### config.mk
export PLATFORM = sky130hd
export DESIGN_NAME = uart_tx_ring_with_crlf
export DESIGN_NICKNAME = d
export VERILOG_FILES = /design/src/hw/rtl/utrc_pkg.sv /design/src/hw/rtl/utrc_ram.sv /design/src/hw/rtl/utrc_ctrl.sv /design/src/hw/rtl/utrc_dp.sv /design/src/hw/rtl/uart_tx_ring_with_crlf.sv
export SDC_FILE = /design/constraint.sdc
export NUM_CORES = 1
export LEC_CHECK = 0
export BUFFER_PORTS_ARGS = -buffer_cell sky130_fd_sc_hd__buf_4
export CAP_MARGIN = 5
export CELL_PAD_IN_SITES_DETAIL_PLACEMENT = 1
export CELL_PAD_IN_SITES_GLOBAL_PLACEMENT = 1
export CORE_MARGIN = 2
export CORE_UTILIZATION = 40
export CTS_CLUSTER_DIAMETER = 200
export DETAILED_ROUTE_END_ITERATION = 7
export PLACE_DENSITY = 0.72
export SYNTH_ARGS = -nofsm -noshare
export SYNTH_HDL_FRONTEND = slang
export SYNTH_SLANG_ARGS = --single-unit
### constraint.sdc
create_clock -name aclk -period 6.1 [get_ports aclk]
set_input_delay 0.915 -clock aclk [delete_from_list [all_inputs] [get_ports aclk]]
set_output_delay 0.915 -clock aclk [all_outputs]
set_load 0.02 [all_outputs]
### src/hw/rtl/utrc_pkg.sv
// Shared types and constants for the UART transmit ring with CR/LF expansion.
package utrc_pkg;

    localparam int BYTE_W = 8;
    localparam int DROP_W = 2;
    localparam int FILL_W = 4;

    localparam logic [BYTE_W-1:0] CH_LF = 8'h0A;
    localparam logic [BYTE_W-1:0] CH_CR = 8'h0D;

    localparam logic MODE_PUT = 1'b0;
    localparam logic MODE_RDY = 1'b1;

    typedef enum logic [1:0] {
        ST_IDLE,
        ST_CR,
        ST_RD,
        ST_OUT
    } state_t;

    // Controller to datapath
    typedef struct packed {
        logic start;    // request accepted: reload the result fields
        logic send_in;  // send the input character straight to the transmitter
        logic push;     // write one byte at the tail
        logic push_cr;  // pushed byte is a carriage return
        logic drop;     // count one lost character
        logic pop;      // read one byte at the head
        logic load_rd;  // capture the byte read from the ring
        logic irq_wr;   // update the interrupt enable
        logic irq_val;  // value for the interrupt enable
    } cmd_t;

    // Datapath to controller
    typedef struct packed {
        logic empty;
        logic full;
        logic last;     // exactly one byte queued
        logic mode;
        logic idle;
        logic is_lf;
    } status_t;

endpackage

### src/hw/rtl/utrc_ram.sv
// Generic single-port-write, single-port-read RAM with registered read data.
module utrc_ram #(
    parameter int WIDTH = 8,
    parameter int DEPTH = 16
) (
    input  logic                     aclk,
    input  logic                     wr_en,
    input  logic [$clog2(DEPTH)-1:0] wr_addr,
    input  logic [WIDTH-1:0]         wr_data,
    input  logic                     rd_en,
    input  logic [$clog2(DEPTH)-1:0] rd_addr,
    output logic [WIDTH-1:0]         rd_data
);

    logic [WIDTH-1:0] mem_reg [DEPTH];
    logic [WIDTH-1:0] rd_data_reg;

    // Write port and registered read port
    always_ff @(posedge aclk) begin
        if (wr_en) begin
            mem_reg[wr_addr] <= wr_data;
        end
        if (rd_en) begin
            rd_data_reg <= mem_reg[rd_addr];
        end
    end

    assign rd_data = rd_data_reg;

endmodule

### src/hw/rtl/utrc_ctrl.sv
// Controller state machine: sequences put, carriage return, ring read and result hand-off.
module utrc_ctrl (
    input  logic              aclk,
    input  logic              aresetn,
    input  logic              s_valid,
    output logic              s_ready,
    output logic              m_valid,
    input  logic              m_ready,
    input  utrc_pkg::status_t st,
    output utrc_pkg::cmd_t    cmd
);

    utrc_pkg::state_t state_reg, state_next;
    logic             accept;

    assign accept = s_valid && (state_reg == utrc_pkg::ST_IDLE);

    // Hold state
    always_ff @(posedge aclk) begin
        if (!aresetn) begin
            state_reg <= utrc_pkg::ST_IDLE;
        end else begin
            state_reg <= state_next;
        end
    end

    // Next state
    always_comb begin
        state_next = state_reg;
        unique case (state_reg)
            utrc_pkg::ST_IDLE: begin
                if (accept) begin
                    if (st.mode == utrc_pkg::MODE_PUT) begin
                        state_next = st.is_lf ? utrc_pkg::ST_CR : utrc_pkg::ST_OUT;
                    end else begin
                        state_next = st.empty ? utrc_pkg::ST_OUT : utrc_pkg::ST_RD;
                    end
                end
            end
            utrc_pkg::ST_CR:  state_next = utrc_pkg::ST_OUT;
            utrc_pkg::ST_RD:  state_next = utrc_pkg::ST_OUT;
            utrc_pkg::ST_OUT: begin
                if (m_ready) begin
                    state_next = utrc_pkg::ST_IDLE;
                end
            end
            default: state_next = utrc_pkg::ST_IDLE;
        endcase
    end

    // Outputs and datapath commands
    always_comb begin
        cmd     = '0;
        s_ready = 1'b0;
        m_valid = 1'b0;
        unique case (state_reg)
            utrc_pkg::ST_IDLE: begin
                s_ready   = 1'b1;
                cmd.start = accept;
                if (accept) begin
                    cmd.irq_wr = 1'b1;
                    if (st.mode == utrc_pkg::MODE_PUT) begin
                        // bypass the ring when nothing waits and the line is idle
                        if (st.empty && st.idle) begin
                            cmd.send_in = 1'b1;
                            cmd.irq_val = 1'b0;
                        end else if (st.full) begin
                            cmd.drop    = 1'b1;
                            cmd.irq_val = 1'b1;
                        end else begin
                            cmd.push    = 1'b1;
                            cmd.irq_val = 1'b1;
                        end
                    end else begin
                        // drain one byte; disarm when the ring runs empty
                        cmd.pop     = !st.empty;
                        cmd.irq_val = !st.empty && !st.last;
                    end
                end
            end
            utrc_pkg::ST_CR: begin
                // carriage return queues unless the ring is full, the transmitter is busy
                cmd.irq_wr  = 1'b1;
                cmd.irq_val = 1'b1;
                cmd.drop    = st.full;
                cmd.push    = !st.full;
                cmd.push_cr = 1'b1;
            end
            utrc_pkg::ST_RD: begin
                cmd.load_rd = 1'b1;
            end
            utrc_pkg::ST_OUT: begin
                m_valid = 1'b1;
            end
            default: begin
                cmd = '0;
            end
        endcase
    end

endmodule

### src/hw/rtl/utrc_dp.sv
// Datapath: ring pointers, fill count, interrupt enable, ring memory and result registers.
module utrc_dp #(
    parameter int RING_DEPTH = 16
) (
    input  logic                            aclk,
    input  logic                            aresetn,
    input  logic                            s_mode,
    input  logic [utrc_pkg::BYTE_W-1:0]     s_char_in,
    input  logic                            s_tx_idle,
    input  utrc_pkg::cmd_t                  cmd,
    output utrc_pkg::status_t               st,
    output logic                            m_send_valid,
    output logic [utrc_pkg::BYTE_W-1:0]     m_send_byte,
    output logic                            m_irq_armed,
    output logic [utrc_pkg::DROP_W-1:0]     m_dropped,
    output logic [utrc_pkg::FILL_W-1:0]     m_fill_level
);

    localparam int PTR_W = $clog2(RING_DEPTH);

    logic [PTR_W-1:0] head_reg, head_next;
    logic [PTR_W-1:0] tail_reg, tail_next;
    logic [PTR_W-1:0] count_reg, count_next;
    logic             irq_reg, irq_next;

    logic                        send_reg, send_next;
    logic [utrc_pkg::BYTE_W-1:0] byte_reg, byte_next;
    logic [utrc_pkg::DROP_W-1:0] drop_reg, drop_next;

    logic [utrc_pkg::BYTE_W-1:0] wr_data;
    logic [utrc_pkg::BYTE_W-1:0] rd_data;
    logic [PTR_W+utrc_pkg::FILL_W-1:0] count_ext;

    // Ring storage
    utrc_ram #(
        .WIDTH (utrc_pkg::BYTE_W),
        .DEPTH (RING_DEPTH)
    ) u_ram (
        .aclk    (aclk),
        .wr_en   (cmd.push),
        .wr_addr (tail_reg),
        .wr_data (wr_data),
        .rd_en   (cmd.pop),
        .rd_addr (head_reg),
        .rd_data (rd_data)
    );

    assign wr_data = cmd.push_cr ? utrc_pkg::CH_CR : s_char_in;

    // Status toward the controller
    assign st.empty = (count_reg == '0);
    assign st.full  = (count_reg == PTR_W'(RING_DEPTH - 1));
    assign st.last  = (count_reg == PTR_W'(1));
    assign st.mode  = s_mode;
    assign st.idle  = s_tx_idle;
    assign st.is_lf = (s_char_in == utrc_pkg::CH_LF);

    // Advance pointers and fill count
    always_comb begin
        head_next  = head_reg;
        tail_next  = tail_reg;
        count_next = count_reg;
        if (cmd.push) begin
            tail_next  = (tail_reg == PTR_W'(RING_DEPTH - 1)) ? '0 : tail_reg + 1'b1;
            count_next = count_reg + 1'b1;
        end else if (cmd.pop) begin
            head_next  = (head_reg == PTR_W'(RING_DEPTH - 1)) ? '0 : head_reg + 1'b1;
            count_next = count_reg - 1'b1;
        end
        irq_next = cmd.irq_wr ? cmd.irq_val : irq_reg;
    end

    // Build the result fields
    always_comb begin
        send_next = send_reg;
        byte_next = byte_reg;
        drop_next = drop_reg + {1'b0, cmd.drop};
        if (cmd.start) begin
            send_next = cmd.send_in;
            byte_next = cmd.send_in ? s_char_in : '0;
            drop_next = {1'b0, cmd.drop};
        end else if (cmd.load_rd) begin
            send_next = 1'b1;
            byte_next = rd_data;
        end
    end

    always_ff @(posedge aclk) begin
        if (!aresetn) begin
            head_reg  <= '0;
            tail_reg  <= '0;
            count_reg <= '0;
            irq_reg   <= 1'b0;
        end else begin
            head_reg  <= head_next;
            tail_reg  <= tail_next;
            count_reg <= count_next;
            irq_reg   <= irq_next;
        end
    end

    always_ff @(posedge aclk) begin
        send_reg <= send_next;
        byte_reg <= byte_next;
        drop_reg <= drop_next;
    end

    // Fill level reports the count masked to four bits
    assign count_ext = {{utrc_pkg::FILL_W{1'b0}}, count_reg};

    assign m_send_valid = send_reg;
    assign m_send_byte  = byte_reg;
    assign m_irq_armed  = irq_reg;
    assign m_dropped    = drop_reg;
    assign m_fill_level = count_ext[utrc_pkg::FILL_W-1:0];

endmodule

### src/hw/rtl/uart_tx_ring_with_crlf.sv
// UART transmit ring buffer with line-feed to CR/LF expansion.
//
// Input channel (s_valid/s_ready): one request per character put (s_mode = 0)
// or per transmitter-ready event (s_mode = 1). A put with an empty ring and
// s_tx_idle high goes straight out on m_send_valid/m_send_byte; otherwise it
// is queued, or dropped when the ring is full, and the interrupt enable arms.
// A line feed queues a CR behind it. A ready event drains one queued byte.
// Result channel (m_valid/m_ready): exactly one result per request, carrying
// the sent byte, interrupt enable, dropped count and fill level.
// Timing: one request is in flight at a time. A plain put, or a ready event
// on an empty ring, shows its result in the cycle after acceptance; a line
// feed first passes through ST_CR (the carriage return write) and a draining
// ready event through ST_RD (the ring memory's registered read). s_ready
// returns the cycle after the result is taken.
// Reset (aresetn low, synchronous) empties the ring and disarms the
// interrupt; no clearing pass is needed. While m_ready is low the result
// holds and no new request is accepted.
module uart_tx_ring_with_crlf #(
    parameter int RING_DEPTH = 16
) (
    input  logic                            aclk,
    input  logic                            aresetn,
    input  logic                            s_valid,
    output logic                            s_ready,
    input  logic                            s_mode,
    input  logic [utrc_pkg::BYTE_W-1:0]     s_char_in,
    input  logic                            s_tx_idle,
    output logic                            m_valid,
    input  logic                            m_ready,
    output logic                            m_send_valid,
    output logic [utrc_pkg::BYTE_W-1:0]     m_send_byte,
    output logic                            m_irq_armed,
    output logic [utrc_pkg::DROP_W-1:0]     m_dropped,
    output logic [utrc_pkg::FILL_W-1:0]     m_fill_level
);

    utrc_pkg::cmd_t    cmd;
    utrc_pkg::status_t st;

    utrc_ctrl u_ctrl (
        .aclk    (aclk),
        .aresetn (aresetn),
        .s_valid (s_valid),
        .s_ready (s_ready),
        .m_valid (m_valid),
        .m_ready (m_ready),
        .st      (st),
        .cmd     (cmd)
    );

    utrc_dp #(
        .RING_DEPTH (RING_DEPTH)
    ) u_dp (
        .aclk         (aclk),
        .aresetn      (aresetn),
        .s_mode       (s_mode),
        .s_char_in    (s_char_in),
        .s_tx_idle    (s_tx_idle),
        .cmd          (cmd),
        .st           (st),
        .m_send_valid (m_send_valid),
        .m_send_byte  (m_send_byte),
        .m_irq_armed  (m_irq_armed),
        .m_dropped    (m_dropped),
        .m_fill_level (m_fill_level)
    );

endmodule

==> flow_metrics.tcl <==
set metrics [dict create \
    status "complete, no violations" \
    rsz0062_at_grt "false" \
    cts_hold_buf 0 \
    timing.fmax_mhz 326.6 \
    p_sw_w 0.0009104 \
    place_inst 641 \
    io_pins 32 \
    grt_pass1_wl_mm 23.89 \
    worstHoldStart "u_ctrl.state_reg[0]" \
    yosys_warnings 0 \
    drt-initial-drc-count 243 \
    cts_tree "built" \
    worst_setup_path_start_kind "register" \
    nFillCells 1646 \
    p_int_w 0.002230 \
    synth_top_area_share_pct 62.98 \
    crit_fanout 12 \
    synthArstFlopShare_pct 0 \
    largest_reg_flops 128 \
    vias 3714 \
    rows 48 \
    critical_path_class "reg2reg" \
    syn_area_um2 6914 \
    reg2regPathDepth 6 \
    setup_tns_ns 0 \
    finalCritPeriodShare_pct 50.20 \
    holdPathStages 2 \
    grt_max_degree 38 \
    min_path_type "reg2reg" \
    cts_root_buffer "clkbuf_16" \
    required_ns 6.15 \
    cts_buffer_depth 2 \
    synth_edf_count 145 \
    port_buffers 31 \
    slew_headroom_pct 26.31 \
    via_per_inst 5.519 \
    fp.dieW_um 135.5 \
    dp_hpwl_mm 9.891 \
    tightest_slew_ns 1.097 \
    syn_area_per_cell_um2 17.29 \
    start_util_pct 40.39 \
    regToRegSetupSlack_ns 3.04 \
    synth_cell_type_count 48 \
    rr_endpoint "u_dp.u_ram.mem_reg[3][5]" \
    swShare_pct 28.99 \
    routabilityCongestion 0.7807 \
    syn_inst 400 \
    critPathBufInv 1 \
    yosysMostFrequentCell "edfxtp_1" \
    seq_power_share_pct 45.8 \
    power_density_nw_per_um2 396.8 \
    clock_sinks 162 \
    finalNonFillerCells 673 \
    overflow 0 \
    fin_ws_ns 3.038 \
    path_delay_family "simple AND/OR/NAND/NOR gates" \
    yosysSeqAreaShare_pct 67.90 \
    numCtsBuffers 17 \
    track_usage_pct 18.07 \
    slowest_delay_ns 0.88 \
    p_clk_share_pct 33.9 \
    arrival_ns 3.11 \
    clock_skew_ns 0.01279 \
    antenna_found_initial 0 \
    synth_seq_cells 162 \
    cp_slowest_cell "nor3_1" \
    rr_startpoint "u_dp.m_fill_level[0]" \
    path_cells "inv_1, ha_1, nand4bb_4, a41o_1, nand3_1, nor3_1" \
    postCtsSetupBuffers 0 \
    avgRoutedWirePerCell_um 23.11 \
    power_leakage_nw 2.659 \
    hold_viol_final 0 \
    dp_slack_ns 2.847 \
    maxSlewViolCount 0 \
    synthTopCellsByArea "edfxtp_1, mux4_1, dfxtp_1, ha_1, mux2i_1" \
    dr.pass1.iters 4 \
    clkTransAtPathRegs_ns 0.07 \
    htreeDepth 4 \
    synthFlopType "edfxtp_1" \
    ctsResizeCount 0 \
    maxCapViolCount 0 \
    coreArea_um2 17120 \
    worst_setup_path_end_kind "register" \
    grt_pass1_vias 3845 \
    yosys.area.top_type "edfxtp_1" \
    fin_crit_ns 3.062 \
    clkLatencyLatePin_ns 0.43 \
    route.detailed.drc 0 \
    setup_viol 0 \
    total_power_w 0.003141 \
    p_comb_share_pct 20.3 \
    synthToLayoutAreaGrowth_pct 14.48 \
    die_h_um 135.5 \
    ant_nets 0 \
    fp.dieArea_um2 18350 \
    synth_fp_nets 428 \
    synth_common_cells "edfxtp_1, mux4_1, nor2_1" \
    fin_nets 463 \
    drive_above_1_share_pct 18.30 \
    num_antenna_cells 0 \
    holdPathEnd "u_ctrl.state_reg[0]" \
    peakVddDrop_mv 0.1877 \
    routed_wl_mm 15.56 \
]
## worst max-delay path by stage
stage | slack, ns | cells after the start | startpoint | to
after detailed placement | 2.85 | 5 | s_tx_idle | u_dp.u_ram.mem_reg[3][7]
after floorplan | 3.56 | 5 | s_tx_idle | u_dp.u_ram.mem_reg[3][0]
after global routing | 2.75 | 6 | u_dp.m_fill_level[0] | u_dp.u_ram.mem_reg[0][7]
final | 3.04 | 6 | u_dp.m_fill_level[0] | u_dp.u_ram.mem_reg[3][5]
after global placement | 3.02 | 5 | s_tx_idle | u_dp.u_ram.mem_reg[2][1]
after CTS | 3.01 | 6 | u_dp.m_fill_level[0] | u_dp.u_ram.mem_reg[0][7]
## per-layer routing
layer  track usage, %  routed length (um)
met4            7.176                 361
met5                0                   0
met3            3.591                 670
met2            29.10                7600
met1            24.32                6922
## kinds of logic (layout without fill, tap and decap cells)
| kind of cell | count (synthesis) | after routing | synth area share (%) |
|---|---|---|---|
| adders and majority gates | 14 | 14 | 2.534 |
| AOI/OAI and AO/OA | 53 | 53 | 5.465 |
| xor gates and xnor gates | 1 | 1 | 0.1267 |
| buffers and inverters | 32 | 80 | 2.696 |
| and+or+nand+nor | 91 | 91 | 7.221 |
| muxes | 47 | 47 | 14.06 |
| DFF | 162 | 162 | 67.90 |
## worst register-to-register path, stage by stage (launching register included)
cell and delay (ns):
dfxtp_1 0.45, inv_1 0.10, ha_1 0.29, nand4bb_4 0.13, a41o_1 0.50, nand3_1 0.32, nor3_1 0.88
## power by group through the flow
stage | sequential, W | combinational [W] | clock, W
finish | 0.00144 | 0.000637 | 0.00107
global route | 0.00145 | 0.000695 | 0.00112
CTS | 0.00144 | 0.000645 | 0.00108
detailed placement | 0.00146 | 0.000642 | 0
global placement | 0.00146 | 0.000619 | 0
floorplan | 0.00148 | 0.000384 | 0
## stage by stage
step	hold WS, ns	cell area, um^2	util [%]
final	0.4966	7915	46.24
after global routing	0.5473	7915	46.24
after CTS	0.4948	7915	46.24
after detailed placement	0.4878	7333	42.84
after global placement	0.4813	7333	42.84
after floorplan	0.4658	6914	-
## final cells by class
type                            count  area (um^2)  area share, %
Sequential cell                   162         4696          59.33
Timing Repair Buffer               38        285.3          3.604
Clock buffer                       19        432.9          5.469
Clock inverter                     13        148.9          1.881
Tap cell                          225        281.5          3.557
Multi-Input combinational cell    206         2033          25.69
Inverter                           10        37.54         0.4742
## placed cells by master (no fill, tap or decap), types with 3 or more instances in the layout
master and instances:
a31oi_1 3, mux2i_1 15, mux4_2 5, nand2b_1 6, edfxtp_1 145, a22o_1 8, mux4_1 27, clkbuf_16 17
inv_6 6, a211oi_1 9, inv_1 10, nor2b_1 13, or2_2 3, or3_1 3, ha_1 14, buf_4 38
dfxtp_1 16, nor2_1 19, nand3_1 11, a21oi_1 17, o21ai_0 4, nand2_1 17, nor3_1 7
Power figures use the tool's default switching activity.
